[config.mk]
export PLATFORM = sky130hd
export DESIGN_NAME = midi_clock_source_controller_flat
export DESIGN_NICKNAME = d
export VERILOG_FILES = /design/src/rtl/core/mcsc_pkg.sv /design/src/rtl/core/mcsc_if.sv /design/src/rtl/core/mcsc_cfg_regs.sv /design/src/rtl/core/mcsc_core.sv /design/src/rtl/core/mcsc_serializer.sv /design/src/rtl/core/midi_clock_source_controller.sv /design/src/flat_wrapper.sv
export SDC_FILE = /design/constraint.sdc
export NUM_CORES = 1
export LEC_CHECK = 0
export BUFFER_PORTS_ARGS = -buffer_cell sky130_fd_sc_hd__buf_2
export CAP_MARGIN = 20
export CELL_PAD_IN_SITES_DETAIL_PLACEMENT = 2
export CELL_PAD_IN_SITES_GLOBAL_PLACEMENT = 2
export CORE_ASPECT_RATIO = 0.5
export CORE_UTILIZATION = 30
export CTS_CLUSTER_SIZE = 24
export DETAILED_ROUTE_END_ITERATION = 10
export PLACE_DENSITY = 0.57
export SYNTH_ARGS = -nofsm -noshare
export SYNTH_HDL_FRONTEND = slang
export SYNTH_SLANG_ARGS = --single-unit
[constraint.sdc]
create_clock -name clk_i -period 6.8 [get_ports clk_i]
set_input_delay 0.34 -clock clk_i [delete_from_list [all_inputs] [get_ports clk_i]]
set_output_delay 0.34 -clock clk_i [all_outputs]
set_load 0.05 [all_outputs]
[src/rtl/core/mcsc_pkg.sv]
// ----------------------------------------------------------------------------
// MIDI clock source controller package
// Shared types, codes and register reset values.
// ----------------------------------------------------------------------------
package mcsc_pkg;

  localparam int unsigned NSLOTS   = 10;
  localparam int unsigned CFG_IDXW = 3;
  localparam int unsigned CFG_DW   = 16;

  typedef enum logic [3:0] {
    ACT_MS_TICK  = 4'd0,
    ACT_TIMER    = 4'd1,
    ACT_EXT      = 4'd2,
    ACT_MIDI_CLK = 4'd3,
    ACT_MIDI_POS = 4'd4,
    ACT_START    = 4'd5,
    ACT_CONT     = 4'd6,
    ACT_STOP     = 4'd7,
    ACT_RESET    = 4'd8
  } action_e;

  typedef enum logic [3:0] {
    EV_STATUS     = 4'd0,
    EV_MIDI_TICK  = 4'd1,
    EV_START      = 4'd2,
    EV_CONTINUE   = 4'd3,
    EV_STOP       = 4'd4,
    EV_POS_ZERO   = 4'd5,
    EV_CLK_ADV    = 4'd6,
    EV_CLK_RESET  = 4'd7,
    EV_KILL_NOTE  = 4'd8,
    EV_SONG_RESET = 4'd9,
    EV_RELOAD     = 4'd10
  } event_e;

  typedef enum logic [CFG_IDXW-1:0] {
    CFG_TEMPO_SCALE   = 3'd0,
    CFG_SLOW_THRESH   = 3'd1,
    CFG_HOLDOFF       = 3'd2,
    CFG_LED_ON        = 3'd3,
    CFG_NOTE_KILL     = 3'd4,
    CFG_NOTE_STOP     = 3'd5,
    CFG_MIDI_OVERRIDE = 3'd6
  } cfg_idx_e;

  localparam logic [8:0]  RST_TEMPO_SCALE   = 9'd245;
  localparam logic [7:0]  RST_SLOW_THRESH   = 8'd2;
  localparam logic [7:0]  RST_HOLDOFF       = 8'd10;
  localparam logic [7:0]  RST_LED_ON        = 8'd10;
  localparam logic [15:0] RST_NOTE_KILL     = 16'd10000;
  localparam logic [15:0] RST_NOTE_STOP     = 16'd50;
  localparam logic [15:0] RST_MIDI_OVERRIDE = 16'd976;
  localparam logic [15:0] RST_TIMER_IVL     = 16'd255;

  typedef struct packed {
    logic [3:0] action;
    logic       internal_selected;
    logic [7:0] pot_value;
    logic       reset_request;
    logic [7:0] song_position;
  } in_item_t;

  typedef struct packed {
    logic [3:0]  event_res;
    logic [15:0] event_value;
    logic        led_lit;
    logic        internal_mode;
    logic        playing;
    logic        last;
  } out_item_t;

  typedef struct packed {
    logic [8:0]  tempo_scale;
    logic [7:0]  slow_pot_threshold;
    logic [7:0]  pulse_holdoff_ticks;
    logic [7:0]  led_on_ticks;
    logic [15:0] note_kill_ticks;
    logic [15:0] note_stop_ticks;
    logic [15:0] midi_override_ticks;
  } cfg_t;

  typedef struct packed {
    logic [3:0]  code;
    logic [15:0] value;
  } slot_t;

  typedef struct packed {
    logic                     load;
    logic [NSLOTS-1:0]        mask;
    slot_t [NSLOTS-1:0]       slots;
    logic                     led_lit;
    logic                     internal_mode;
    logic                     playing;
  } core_ctl_t;

endpackage

[src/rtl/core/mcsc_if.sv]
// ----------------------------------------------------------------------------
// MIDI clock source controller channels
// Valid/ready channels for input items and result items.
// ----------------------------------------------------------------------------
interface mcsc_in_if import mcsc_pkg::*; ();
  logic     valid;
  logic     ready;
  in_item_t data;

  modport source(output valid, output data, input ready);
  modport sink(input valid, input data, output ready);
endinterface

interface mcsc_out_if import mcsc_pkg::*; ();
  logic      valid;
  logic      ready;
  out_item_t data;

  modport source(output valid, output data, input ready);
  modport sink(input valid, input data, output ready);
endinterface

[src/rtl/core/mcsc_cfg_regs.sv]
// ----------------------------------------------------------------------------
// MIDI clock source controller configuration registers
// Write-only register file for scale, thresholds and delays.
// ----------------------------------------------------------------------------
module mcsc_cfg_regs import mcsc_pkg::*; (
  input  logic                clk_i,
  input  logic                rst_ni,
  input  logic                cfg_we_i,
  input  logic [CFG_IDXW-1:0] cfg_idx_i,
  input  logic [CFG_DW-1:0]   cfg_data_i,
  output cfg_t                cfg_o
);

  cfg_t cfg_q;

  always_ff @(posedge clk_i or negedge rst_ni) begin
    if (!rst_ni) begin
      cfg_q.tempo_scale         <= RST_TEMPO_SCALE;
      cfg_q.slow_pot_threshold  <= RST_SLOW_THRESH;
      cfg_q.pulse_holdoff_ticks <= RST_HOLDOFF;
      cfg_q.led_on_ticks        <= RST_LED_ON;
      cfg_q.note_kill_ticks     <= RST_NOTE_KILL;
      cfg_q.note_stop_ticks     <= RST_NOTE_STOP;
      cfg_q.midi_override_ticks <= RST_MIDI_OVERRIDE;
    end else if (cfg_we_i) begin
      case (cfg_idx_i)
        CFG_TEMPO_SCALE:   cfg_q.tempo_scale         <= cfg_data_i[8:0];
        CFG_SLOW_THRESH:   cfg_q.slow_pot_threshold  <= cfg_data_i[7:0];
        CFG_HOLDOFF:       cfg_q.pulse_holdoff_ticks <= cfg_data_i[7:0];
        CFG_LED_ON:        cfg_q.led_on_ticks        <= cfg_data_i[7:0];
        CFG_NOTE_KILL:     cfg_q.note_kill_ticks     <= cfg_data_i;
        CFG_NOTE_STOP:     cfg_q.note_stop_ticks     <= cfg_data_i;
        CFG_MIDI_OVERRIDE: cfg_q.midi_override_ticks <= cfg_data_i;
        default: ;
      endcase
    end
  end

  assign cfg_o = cfg_q;

endmodule

[src/rtl/core/mcsc_core.sv]
// ----------------------------------------------------------------------------
// MIDI clock source controller core
// Input register, controller state and per-item result slot generation.
// ----------------------------------------------------------------------------
module mcsc_core import mcsc_pkg::*; #(
  parameter int unsigned TICKS_PER_BEAT = 24
) (
  input  logic       clk_i,
  input  logic       rst_ni,
  input  cfg_t       cfg_i,
  mcsc_in_if.sink    in_ch,
  input  logic       buf_free_i,
  output core_ctl_t  ctl_o
);

  localparam int unsigned TW = (TICKS_PER_BEAT > 1) ? $clog2(TICKS_PER_BEAT) : 1;

  function automatic logic [256*TW-1:0] pos_table();
    logic [256*TW-1:0] tbl;
    int unsigned       r;
    tbl = '0;
    r   = 0;
    for (int i = 0; i < 256; i++) begin
      tbl[i*TW +: TW] = TW'(r);
      r = ((r + 1) >= TICKS_PER_BEAT) ? 0 : r + 1;
    end
    return tbl;
  endfunction

  localparam logic [256*TW-1:0] POS_TBL = pos_table();

  function automatic logic [TW-1:0] next_tick(input logic [TW-1:0] t);
    logic [TW:0] inc;
    inc = {1'b0, t} + 1'b1;
    return (inc >= (TW+1)'(TICKS_PER_BEAT)) ? '0 : inc[TW-1:0];
  endfunction

  in_item_t    in_q;
  logic        in_vld_q;
  logic        process;

  logic        ia_q, ia_d;
  logic [7:0]  pot_q, pot_d;
  logic [15:0] ivl_q, ivl_d;
  logic [TW-1:0] src_q, src_d;
  logic [TW-1:0] midi_q, midi_d;
  logic [7:0]  hold_q, hold_d;
  logic [15:0] note_q, note_d;
  logic [15:0] ovr_q, ovr_d;
  logic [7:0]  ledc_q, ledc_d;
  logic        leds_q, leds_d;
  logic        rh_q, rh_d;
  logic        slow_q, slow_d;
  logic        run_q, run_d;

  logic [15:0] product;
  logic [NSLOTS-1:0] mask;
  slot_t [NSLOTS-1:0] slots;

  assign process     = in_vld_q && buf_free_i;
  assign in_ch.ready = !in_vld_q || buf_free_i;
  assign product     = 16'(in_q.pot_value * cfg_i.tempo_scale);

  always_ff @(posedge clk_i or negedge rst_ni) begin
    if (!rst_ni) begin
      in_vld_q <= 1'b0;
    end else if (in_ch.ready) begin
      in_vld_q <= in_ch.valid;
    end
  end

  always_ff @(posedge clk_i) begin
    if (in_ch.ready && in_ch.valid) begin
      in_q <= in_ch.data;
    end
  end

  always_comb begin
    ia_d   = ia_q;
    pot_d  = pot_q;
    ivl_d  = ivl_q;
    src_d  = src_q;
    midi_d = midi_q;
    hold_d = hold_q;
    note_d = note_q;
    ovr_d  = ovr_q;
    ledc_d = ledc_q;
    leds_d = leds_q;
    rh_d   = rh_q;
    slow_d = slow_q;
    run_d  = run_q;
    mask   = '0;
    for (int s = 0; s < NSLOTS; s++) begin
      slots[s] = '{code: EV_STATUS, value: 16'd0};
    end

    case (action_e'(in_q.action))
      ACT_MS_TICK: begin
        if (hold_q != 8'd0) hold_d = hold_q - 8'd1;
        if (in_q.internal_selected) begin
          if (pot_q != in_q.pot_value || !ia_q) begin
            ivl_d = product;
            pot_d = in_q.pot_value;
            if (in_q.pot_value < cfg_i.slow_pot_threshold) begin
              note_d = cfg_i.note_stop_ticks;
              slow_d = 1'b1;
              if (run_q) begin
                mask[0]       = 1'b1;
                slots[0].code = EV_STOP;
                run_d         = 1'b0;
              end
            end else if (slow_q) begin
              slow_d        = 1'b0;
              mask[0]       = 1'b1;
              slots[0].code = EV_CONTINUE;
              run_d         = 1'b1;
            end
          end
          if (!ia_q) begin
            ia_d           = 1'b1;
            src_d          = '0;
            mask[5:1]      = 5'b11111;
            run_d          = 1'b1;
            slots[5].code  = EV_RELOAD;
            slots[5].value = ivl_d;
          end
        end else if (ia_q) begin
          ia_d      = 1'b0;
          midi_d    = '0;
          src_d     = '0;
          mask[4:1] = 4'b1111;
          run_d     = 1'b1;
        end
        slots[1].code = EV_CLK_RESET;
        slots[2].code = EV_KILL_NOTE;
        slots[3].code = EV_POS_ZERO;
        slots[4].code = EV_START;

        if (note_d != 16'd0) begin
          note_d = note_d - 16'd1;
          if (note_d == 16'd0) mask[6] = 1'b1;
        end
        slots[6].code = EV_KILL_NOTE;

        if (ovr_q != 16'd0) begin
          ovr_d = ovr_q - 16'd1;
          if (ovr_d == 16'd0) begin
            src_d   = '0;
            mask[7] = 1'b1;
            run_d   = 1'b1;
          end
        end
        slots[7].code = EV_START;

        if (!rh_q && in_q.reset_request) begin
          mask[9:8] = 2'b11;
          midi_d    = '0;
          src_d     = '0;
        end
        slots[8].code = EV_SONG_RESET;
        slots[9].code = EV_POS_ZERO;
        rh_d = in_q.reset_request;

        if (ledc_q != 8'd0) begin
          leds_d = 1'b1;
          ledc_d = ledc_q - 8'd1;
        end else begin
          leds_d = 1'b0;
        end
      end
      ACT_TIMER: begin
        if (ia_q && ovr_q == 16'd0 && !slow_q) begin
          mask[1:0]      = 2'b11;
          slots[0].code  = EV_RELOAD;
          slots[0].value = ivl_q;
          slots[1].code  = EV_MIDI_TICK;
          if (run_q) begin
            if (src_q == '0) ledc_d = cfg_i.led_on_ticks;
            mask[2]        = 1'b1;
            slots[2].code  = EV_CLK_ADV;
            slots[2].value = 16'(src_q);
            src_d          = next_tick(src_q);
            note_d         = cfg_i.note_kill_ticks;
          end
        end
      end
      ACT_EXT: begin
        if (!ia_q && ovr_q == 16'd0 && hold_q == 8'd0) begin
          mask[0]       = 1'b1;
          slots[0].code = EV_MIDI_TICK;
          hold_d        = cfg_i.pulse_holdoff_ticks;
          if (run_q) begin
            ledc_d         = cfg_i.led_on_ticks;
            mask[1]        = 1'b1;
            slots[1].code  = EV_CLK_ADV;
            slots[1].value = 16'(src_q);
            src_d          = next_tick(src_q);
            note_d         = cfg_i.note_kill_ticks;
          end
        end
      end
      ACT_MIDI_CLK: begin
        if (!ia_q) begin
          mask[0]       = 1'b1;
          slots[0].code = EV_MIDI_TICK;
          if (run_q) begin
            if (midi_q == '0) ledc_d = cfg_i.led_on_ticks;
            mask[1]        = 1'b1;
            slots[1].code  = EV_CLK_ADV;
            slots[1].value = 16'(midi_q);
            midi_d         = next_tick(midi_q);
            note_d         = cfg_i.note_kill_ticks;
          end
          ovr_d = cfg_i.midi_override_ticks;
        end
      end
      ACT_MIDI_POS: begin
        midi_d = POS_TBL[in_q.song_position*TW +: TW];
      end
      ACT_START: begin
        mask[1:0]     = 2'b11;
        slots[0].code = EV_START;
        slots[1].code = EV_SONG_RESET;
        midi_d        = '0;
        src_d         = '0;
        run_d         = 1'b1;
      end
      ACT_CONT: begin
        run_d         = 1'b1;
        mask[0]       = 1'b1;
        slots[0].code = EV_CONTINUE;
      end
      ACT_STOP: begin
        run_d         = 1'b0;
        mask[0]       = 1'b1;
        slots[0].code = EV_STOP;
        note_d        = cfg_i.note_stop_ticks;
      end
      ACT_RESET: begin
        midi_d = '0;
        src_d  = '0;
      end
      default: ;
    endcase
  end

  always_ff @(posedge clk_i or negedge rst_ni) begin
    if (!rst_ni) begin
      ia_q   <= 1'b0;
      pot_q  <= 8'd0;
      ivl_q  <= RST_TIMER_IVL;
      src_q  <= '0;
      midi_q <= '0;
      hold_q <= 8'd0;
      note_q <= 16'd0;
      ovr_q  <= 16'd0;
      ledc_q <= 8'd0;
      leds_q <= 1'b0;
      rh_q   <= 1'b0;
      slow_q <= 1'b0;
      run_q  <= 1'b1;
    end else if (process) begin
      ia_q   <= ia_d;
      pot_q  <= pot_d;
      ivl_q  <= ivl_d;
      src_q  <= src_d;
      midi_q <= midi_d;
      hold_q <= hold_d;
      note_q <= note_d;
      ovr_q  <= ovr_d;
      ledc_q <= ledc_d;
      leds_q <= leds_d;
      rh_q   <= rh_d;
      slow_q <= slow_d;
      run_q  <= run_d;
    end
  end

  assign ctl_o.load          = process;
  assign ctl_o.mask          = mask;
  assign ctl_o.slots         = slots;
  assign ctl_o.led_lit       = leds_d;
  assign ctl_o.internal_mode = ia_d;
  assign ctl_o.playing       = run_d;

endmodule

[src/rtl/core/mcsc_serializer.sv]
// ----------------------------------------------------------------------------
// MIDI clock source controller result serializer
// Holds the result slots of one item and sends them out one per transfer.
// ----------------------------------------------------------------------------
module mcsc_serializer import mcsc_pkg::*; (
  input  logic       clk_i,
  input  logic       rst_ni,
  input  core_ctl_t  ctl_i,
  output logic       buf_free_o,
  mcsc_out_if.source out_ch
);

  logic [NSLOTS-1:0]  mask_q, mask_d;
  slot_t [NSLOTS-1:0] slots_q;
  logic               stat_pend_q, stat_pend_d;
  logic               st_led_q, st_int_q, st_play_q;
  out_item_t          out_q, out_d;
  logic               out_vld_q, out_vld_d;
  logic               adv;
  logic [NSLOTS-1:0]  pick;

  assign adv        = !out_vld_q || out_ch.ready;
  assign buf_free_o = (mask_q == '0) && (!stat_pend_q || adv);

  always_comb begin
    pick = '0;
    for (int s = NSLOTS - 1; s >= 0; s--) begin
      if (mask_q[s]) pick = NSLOTS'(1) << s;
    end
  end

  always_comb begin
    mask_d      = mask_q;
    stat_pend_d = stat_pend_q;
    out_vld_d   = out_vld_q;
    out_d       = out_q;
    if (adv) begin
      out_d = '0;
      if (mask_q != '0) begin
        mask_d    = mask_q & ~pick;
        out_vld_d = 1'b1;
        for (int s = 0; s < NSLOTS; s++) begin
          if (pick[s]) begin
            out_d.event_res   = slots_q[s].code;
            out_d.event_value = slots_q[s].value;
          end
        end
      end else begin
        out_d.event_res     = EV_STATUS;
        out_d.led_lit       = st_led_q;
        out_d.internal_mode = st_int_q;
        out_d.playing       = st_play_q;
        out_d.last          = 1'b1;
        out_vld_d           = stat_pend_q;
        stat_pend_d         = 1'b0;
      end
    end
    if (ctl_i.load) begin
      mask_d      = ctl_i.mask;
      stat_pend_d = 1'b1;
    end
  end

  always_ff @(posedge clk_i or negedge rst_ni) begin
    if (!rst_ni) begin
      mask_q      <= '0;
      stat_pend_q <= 1'b0;
      out_vld_q   <= 1'b0;
    end else begin
      mask_q      <= mask_d;
      stat_pend_q <= stat_pend_d;
      out_vld_q   <= out_vld_d;
    end
  end

  always_ff @(posedge clk_i) begin
    if (ctl_i.load) begin
      slots_q   <= ctl_i.slots;
      st_led_q  <= ctl_i.led_lit;
      st_int_q  <= ctl_i.internal_mode;
      st_play_q <= ctl_i.playing;
    end
    out_q <= out_d;
  end

  assign out_ch.valid = out_vld_q;
  assign out_ch.data  = out_q;

  a_load_empty: assert property (@(posedge clk_i) disable iff (!rst_ni)
    ctl_i.load |-> (mask_q == '0))
    else $error("Result buffer reloaded while slots remain.");

  a_status_issue: assert property (@(posedge clk_i) disable iff (!rst_ni)
    (adv && mask_q == '0 && stat_pend_q) |=> (out_vld_q && out_q.last))
    else $error("Status result not issued after the last slot.");

  a_status_pending: assert property (@(posedge clk_i) disable iff (!rst_ni)
    (out_vld_q && !out_q.last) |-> stat_pend_q)
    else $error("Non-final result without a pending status.");

endmodule

[src/rtl/core/midi_clock_source_controller.sv]
// ----------------------------------------------------------------------------
// MIDI clock source controller
// Selects the internal, external or MIDI clock and reports sequencer events.
// ----------------------------------------------------------------------------
// Each transfer on in_ch_i carries one event (ms tick, timer expiry, external
// pulse, MIDI clock, position, start, continue, stop or clock reset). The
// block answers on out_ch_o with up to ten MIDI and sequencer events followed
// by one status result that has last set.
// The first result of an item passes from the input transfer through the
// input register and the result buffer into the output register. Results
// leave at one per cycle while the receiver is ready, so an item gives N
// event results and then one status result; a status-only item streams at
// one per cycle while the receiver is ready. The output register sets this pace.
// The next item is taken into the input register while results still drain,
// and is processed once the buffer has handed its status result over.
// When the receiver stalls, the output register holds its result and the
// input side fills up and then deasserts ready.
// Reset clears all counters and modes, restores the register defaults and
// leaves the song playing in external mode; no clearing pass is needed.
// ----------------------------------------------------------------------------
module midi_clock_source_controller import mcsc_pkg::*; #(
  parameter int unsigned TICKS_PER_BEAT = 24
) (
  input  logic                clk_i,
  input  logic                rst_ni,
  input  logic                cfg_we_i,
  input  logic [CFG_IDXW-1:0] cfg_idx_i,
  input  logic [CFG_DW-1:0]   cfg_data_i,
  mcsc_in_if.sink             in_ch_i,
  mcsc_out_if.source          out_ch_o
);

  cfg_t      cfg;
  core_ctl_t ctl;
  logic      buf_free;

  mcsc_cfg_regs u_cfg (
    .clk_i      (clk_i),
    .rst_ni     (rst_ni),
    .cfg_we_i   (cfg_we_i),
    .cfg_idx_i  (cfg_idx_i),
    .cfg_data_i (cfg_data_i),
    .cfg_o      (cfg)
  );

  mcsc_core #(
    .TICKS_PER_BEAT (TICKS_PER_BEAT)
  ) u_core (
    .clk_i      (clk_i),
    .rst_ni     (rst_ni),
    .cfg_i      (cfg),
    .in_ch      (in_ch_i),
    .buf_free_i (buf_free),
    .ctl_o      (ctl)
  );

  mcsc_serializer u_ser (
    .clk_i      (clk_i),
    .rst_ni     (rst_ni),
    .ctl_i      (ctl),
    .buf_free_o (buf_free),
    .out_ch     (out_ch_o)
  );

endmodule
[src/flat_wrapper.sv]
// flat-port wrapper written by rule: the top's interface ports become plain ports
module midi_clock_source_controller_flat import mcsc_pkg::*;
#(
  parameter int unsigned TICKS_PER_BEAT = 24
)
  (clk_i, rst_ni, cfg_we_i, cfg_idx_i, cfg_data_i, in_ch_i_valid, in_ch_i_data, in_ch_i_ready, out_ch_o_valid, out_ch_o_data, out_ch_o_ready);
  mcsc_in_if in_ch_i_i ();
  mcsc_out_if out_ch_o_i ();
  input  logic clk_i;
  input  logic rst_ni;
  input  logic cfg_we_i;
  input  logic [CFG_IDXW-1:0] cfg_idx_i;
  input  logic [CFG_DW-1:0] cfg_data_i;
  input wire logic [$bits(in_ch_i_i.valid)-1:0] in_ch_i_valid;
  input wire logic [$bits(in_ch_i_i.data)-1:0] in_ch_i_data;
  output wire logic [$bits(in_ch_i_i.ready)-1:0] in_ch_i_ready;
  output wire logic [$bits(out_ch_o_i.valid)-1:0] out_ch_o_valid;
  output wire logic [$bits(out_ch_o_i.data)-1:0] out_ch_o_data;
  input wire logic [$bits(out_ch_o_i.ready)-1:0] out_ch_o_ready;
  assign in_ch_i_i.valid = in_ch_i_valid;
  assign in_ch_i_i.data = in_ch_i_data;
  assign in_ch_i_ready = in_ch_i_i.ready;
  assign out_ch_o_valid = out_ch_o_i.valid;
  assign out_ch_o_data = out_ch_o_i.data;
  assign out_ch_o_i.ready = out_ch_o_ready;
  midi_clock_source_controller #(.TICKS_PER_BEAT(TICKS_PER_BEAT)) u_core (.clk_i(clk_i), .rst_ni(rst_ni), .cfg_we_i(cfg_we_i), .cfg_idx_i(cfg_idx_i), .cfg_data_i(cfg_data_i), .in_ch_i(in_ch_i_i), .out_ch_o(out_ch_o_i));
endmodule
Word level (Yosys, flattened, before mapping). Index checks and enable logic that the tools add are counted.

Bitwise gates (word level): 5. Magnitude comparators: 3. Multiply operators: 2. Div/mod/pow operators: 0. Reduce and logical (&&, ||, !) cells: 65. Shift operators: 1. Equality and inequality tests: 29. $add $sub $neg: 6. Multiplexer cells: 129.

Operators by type and width (number): $shiftx 1280x12->5 const A (1); $mux 20 (12); $mux 16 (12); $mux 10 (13); $mux 8 (11); $mux 5 (17); $pmux 16 s5 (1); $pmux 16 s2 (2); $logic_not 16->1 (3); $mux 23 (2); $pmux 5 s4 (2); $mux 19 (2); $pmux 8 s4 (1); $reduce_bool 16->1 (2); $sub 16x1->16 const B (2); $mux 1 (28); $mux 4 (7); $pmux 4 s7 (1); $mux 24 (1); $reduce_and 2->1 (12); $ne 2x2->1 const B (11); $pmux 4 s5 (1); $eq 4x3->1 const B (4); $mul 8x9->16 (1); 46 further kinds (91).

Memory bits (read-only): 0. Memories: 0. Output and inout port bits: 26. Bits in registers: 330. Bits in writable memories: 0. Logic and storage cells: 291. Bits in latches: 0. Input port bits: 46.

Depth between registers and ports, before layout.
Depth after elaboration: 20. Depth in mapped cells: 18. Depth with buffers taken out: 17.

Modules after synthesis. From an unflattened synthesis, not the netlist that was laid out.

Cells, all modules: 2091. Area total of the unflattened synthesis: 23311.1 um^2.

By module, submodules not included: mcsc_core (area an instance 10908.0 um^2, seq. area each 2874.0 um^2, cells each 1304, times used 1); mcsc_serializer (area an instance 9273.9 um^2, seq. area each 7116.8 um^2, cells each 608, times used 1); mcsc_cfg_regs (area an instance 3129.3 um^2, seq. area each 2057.0 um^2, cells each 179, times used 1).

Worst setup path after synthesis. No wires, ideal clock.

Path kind: register to register. From: reg u_core.u_core.in_q[16] in the netlist's numbering. To: reg u_core.u_ser.slots_q[115] in the netlist's numbering (data pin). Data required time: 6.535 ns. Cell stages (with the launch flop): 16. Arrival: 4.164 ns. Clock period less this slack: 4.429 ns. Library setup time: 0.265 ns. Buffers on the path: 1. Slack: 2.371 ns. Cell sequence: edfxtp_1 > clkbuf_1 > nand2_1 > fa_1 > fa_1 > inv_1 > fa_1 > fa_1 > ha_1 > o21a_1 > o31a_1 > o211ai_1 > a21oi_1 > nor3_1 > o21a_1 > nor3_1.

Longest elaborated chain between the ends: 3. Elaborated cells between the ends (all ways): 4. Those cells by class: mul: 1; eq/ne: 1; mux: 1; reduce/logical: 1.

RTL lines: from (decl) (line mcsc_core.sv:38) `in_item_t in_q;`; from (signal assigned) (line mcsc_core.sv:74) `in_q <= in_ch.data;`; branches (longest 2 deep; another with $mul 8x9->16); $mux 16 (*) (line mcsc_core.sv:101) `if (pot_q != in_q.pot_value || !ia_q) begin`; to (signal assigned) (line mcsc_serializer.sv:78) `slots_q <= ctl_i.slots;`; to (decl) (line mcsc_serializer.sv:14) `slot_t [NSLOTS-1:0] slots_q;`.

Mark *: on every way between the ends. A chain may end at the register's enable or synchronous reset.

Worst setup path after layout.
From: reg u_core.u_core.in_q[12] in the netlist's numbering. To: reg u_core.u_ser.mask_q[6].

Longest elaborated chain between the ends: 11. Elaborated cells between the ends (all ways): 14. Those cells by class: add/sub: 1; order compare: 1; eq/ne: 1; mux: 8; reduce/logical: 3.

RTL lines: $lt 8x8->1 or $ne 8x8->1 (tied branches) (line mcsc_core.sv:104, mcsc_core.sv:101); $mux 16 or $logic_or 1x1->1 (tied branches) (line mcsc_core.sv:104, mcsc_core.sv:101); $mux 16 (*) (line mcsc_core.sv:101); $mux 16 (*) (line mcsc_core.sv:100) `if (in_q.internal_selected) begin`; $mux 16 (*) (line mcsc_core.sv:97) `case (action_e'(in_q.action))`; $sub 16x1->16 (line mcsc_core.sv:140) `note_d = note_d - 16'd1;`; $logic_not 16->1 (line mcsc_core.sv:141) `if (note_d == 16'd0) mask[6] = 1'b1;`; $mux 1 (line mcsc_core.sv:141); $mux 1 (*) (line mcsc_core.sv:139) `if (note_d != 16'd0) begin`; $mux 7 (*) (line mcsc_core.sv:97); $mux 10 (*) (line mcsc_serializer.sv:58) `if (ctl_i.load) begin`; to (signal assigned) (line mcsc_serializer.sv:70) `mask_q <= mask_d;`; to (decl) (line mcsc_serializer.sv:13) `logic [NSLOTS-1:0] mask_q, mask_d;`.

Every way passes the cells marked *; elsewhere a longest branch is shown, timed or not. The select of a mux whose other input is x is not followed.

==> qor.csv <==
stage,metric,value,unit
sta,Max Clk Rate,0.192,GHz
route,DRT antenna net count,0,
synthesis,register area share after synthesis,46.9,%
synthesis,ys async rst share,64.0,%
sta,Final Setup Violations,0,
floorplan,Std-Cell Rows,59,
route,Via density,5.23,
grt,first-pass GRT wire length,83.8,mm
setup_path,critical path required time,7.28,ns
cells_and_area,final std cells w/o fill,2372,
synthesis,Yosys top cell area share,22.7,%
sta,tightest hold margin,0.0436,ns
power_and_ir_drop,Pwr Density,533,nW/um2
sta,min Tclk post-route,5.22,ns
cts,TritonCTS Buffers,30,
route,remaining routing DRC violations,0,
synthesis,"Cell Area, Synth",16300,um2
setup_path,Reg2Reg Setup Slack,1.58,ns
grt,pin count of the biggest net entering global routing,65,
floorplan,# IOs,72,
synthesis,number of synthesized flops with an enable pin,102,
placement,placed cell count,2287,
synthesis,cell count after synthesis,1568,
cells_and_area,share of layout cells above drive strength 1,17.8,%
power_and_ir_drop,PnR Total Power,10000,uW
grt,grt ovf,0,
cells_and_area,Seq. cell area,7630,um2
setup_path,crit path DAT,5.70,ns
route,Wirelength per Cell,22.2,um
flow_run,MaxCap Viol Count,0,
min_path,Hold WC Path Type,in2reg,
sta,Setup TNS Final,0,ns
setup_path,WS Path Type,reg2reg,
power_and_ir_drop,Leakage,0.00770,uW
status,outcome,"finished, final reports clean",
floorplan,Die H,167,um
synthesis,library cells used by synthesis,75,
placement,dpl hpwl,38.2,mm
cells_and_area,Multi-input gate area,8010,um2
synthesis,"FF+latch count, synth",283,
cells_and_area,Area Overhead vs Synth,15.3,%
route,first-iteration detailed-routing DRC count,465,
floorplan,Die W,332,um
grt,GRT Total Usage,19.4,%
setup_path,worst r2r src,u_core.u_core.in_q[12],
synthesis,syn_area_per_cell,10.4,um2
cts,Clock Path Buffers,3,
min_path,Hold Crit Depth,2,
cts,H-tree levels,1,
floorplan,Core Region,52800,um2
setup_path,critical path endpoint category,flop,
min_path,worst hold endpoint,u_core.u_cfg.cfg_o[27],
synthesis,warnings from Yosys,0,
cts,"Clk Latency, worst-skew pair",0.59,ns
setup_path,reg2reg path depth,15,
grt,initial antenna violation count,2,
sta,post-route clock skew,0.0179,ns
route,final WL,52.6,mm
route,DR pass1 iterations,4,
setup_path,reg-to-reg endpoint,u_core.u_ser.mask_q[6],
sta,Relative slew margins,31.3,%
power_and_ir_drop,peak supply drop,0.000300,V
cells_and_area,Final nets,1789,
placement,IO buf count,71,
min_path,HP Start,cfg_data_i[11],
sta,Worst-Margin Slew,1.03,ns
setup_path,Critical Path Source Type,flop,
synthesis,top_reg_cell synth,dfrtp_1,
synthesis,"top cells by count, synth","nand2_1, dfrtp_1, nor2_1, edfxtp_1, o21ai_0",
floorplan,Die ar.,55300,um2
sta,final worst setup slack,1.58,ns
placement,RD Place Congestion,0.825,
cells_and_area,final-layout fill cell count,5639,
route,routed vias,12405,
synthesis,syn nets,1711,
synthesis,cell taking the most area after synthesis,dfrtp_1,
sta,RSZ-0062 raised after global routing,no,
cts,Root Buffer,clkbuf_16,
grt,vias in the first global route,13995,
sta,Fin. Hold Viols,0,
cts,"CTS clk-pin slew, worst paths",0.06,ns
floorplan,starting density of the core,30.9,%
cts,CTS Sinks,283,
cts,TritonCTS clock tree,done,
placement,DP Worst Slack,1.63,ns
setup_path,CP max FO,21,
sta,Tcrit/Tclk final,76.8,%
synthesis,most numerous cell in the Yosys netlist,nand2_1,
sta,final slew viol count,0,
synthesis,main area contributors after synthesis,"dfrtp_1, edfxtp_1, mux2_2",
repair_timing:
action                                 in CTS  in global routing
resized for setup                           0                  0
endpoints found under the hold margin      70                  0
setup buffers                               0                  0
hold buffers                               24                  0
stage by stage:
stage | instance area, um2 | utilization, %
after global routing | 18800 | 35.6
after floorplan | 16300 | -
after global placement | 17400 | 33.0
final | 18800 | 35.6
after detailed placement | 17400 | 33.0
after CTS | 18700 | 35.5
kinds of logic (layout without fill, tap and decap cells):
group,count (synthesis),after routing,synth area share [%]
flip-flops,283,283,46.9
XOR/XNOR,51,51,2.74
adder cells (fa/ha/maj),97,97,9.34
AND/OR/NAND/NOR,533,533,16.8
AO/OA/AOI/OAI,329,329,13.0
multiplexers,105,105,7.16
other,0,1,0
buffers and inverters,170,272,4.09
cell type report:
cell class	instances	share of cell area, %
flip-flops and latches	283	40.7
clock buffers	41	4.49
multi-input cells	1115	42.7
clock inverters	15	1.26
repair buffers	118	4.26
inverters	98	1.96
diodes	1	0.0133
well taps	701	4.67
worst max path at each step:
stage / startpoint / endpoint / slack (ns) / cells past startpoint
2_1_floorplan: u_core.u_core.in_q[16] / u_core.u_ser.slots_q[115] / 2.37 / 15
3_3_place_gp: u_core.u_core.in_q[14] / u_core.u_ser.mask_q[6] / 1.83 / 14
3_5_place_dp: u_core.u_core.in_q[10] / u_core.u_ser.mask_q[6] / 1.63 / 15
4_1_cts: u_core.u_core.in_q[10] / u_core.u_ser.mask_q[6] / 1.58 / 15
5_1_grt: u_core.u_core.in_q[16] / u_core.u_ser.mask_q[6] / 1.17 / 15
6_report: u_core.u_core.in_q[12] / u_core.u_ser.mask_q[6] / 1.58 / 15
cell usage in the layout, fill, tap and decap left out, drive strengths merged, types with 27 or more instances in the layout:
cell type,count
dfrtp,148
nor2,112
a22oi,29
nand2,157
clkbuf,42
nor3,41
edfxtp,102
o21ai,105
mux2,92
inv,98
dfstp,33
ha,56
nand3,27
xnor2,29
a21oi,73
and2,57
fa,41
buf,93
power by group:
group / total [uW] / internal, uW / switching (uW)
combinational: 5020 / 1890 / 3140
clock: 1840 / 1100 / 743
sequential: 3150 / 2560 / 596
critical path, stage by stage (launching register included):
cell,delay (ns)
edfxtp_1,0.74
ha_1,0.35
nor2_1,0.11
nor3_1,0.05
a21oi_1,0.63
and2_1,0.23
buf_4,0.29
mux2i_1,0.45
ha_1,0.41
nor3b_1,0.72
nand4_1,0.21
xor2_1,0.24
nand3_1,0.10
mux2i_1,0.21
o2111ai_1,0.17
o31ai_1,0.22
routing by layer:
| layer | global-route usage [%] | vias up | part of all wire, % |
|---|---|---|---|
| met5 | 0 | - | 0 |
| met4 | 3.86 | 0 | 1.9 |
| met3 | 2.39 | 59 | 2.5 |
| met2 | 33.1 | 138 | 48 |
| met1 | 26.4 | 6469 | 47 |
| li1 | - | 5739 | - |
state kept, by name, indices dropped and copies added, names as in the netlist, 5 cells and up:
| register | count |
|---|---|
| u_core.u_cfg.cfg_o | 81 |
| u_core.u_ser.slots_q | 53 |
| u_core.u_ser.out_ch.data | 24 |
| u_core.u_core.in_q | 22 |
| u_core.u_core.ivl_q | 16 |
| u_core.u_core.note_q | 16 |
| u_core.u_core.ovr_q | 16 |
| u_core.u_ser.mask_q | 10 |
| u_core.u_core.hold_q | 8 |
| u_core.u_core.ledc_q | 8 |
| u_core.u_core.pot_q | 8 |
| u_core.u_core.midi_q | 5 |
| u_core.u_core.src_q | 5 |
Power figures use the tool's default switching activity.
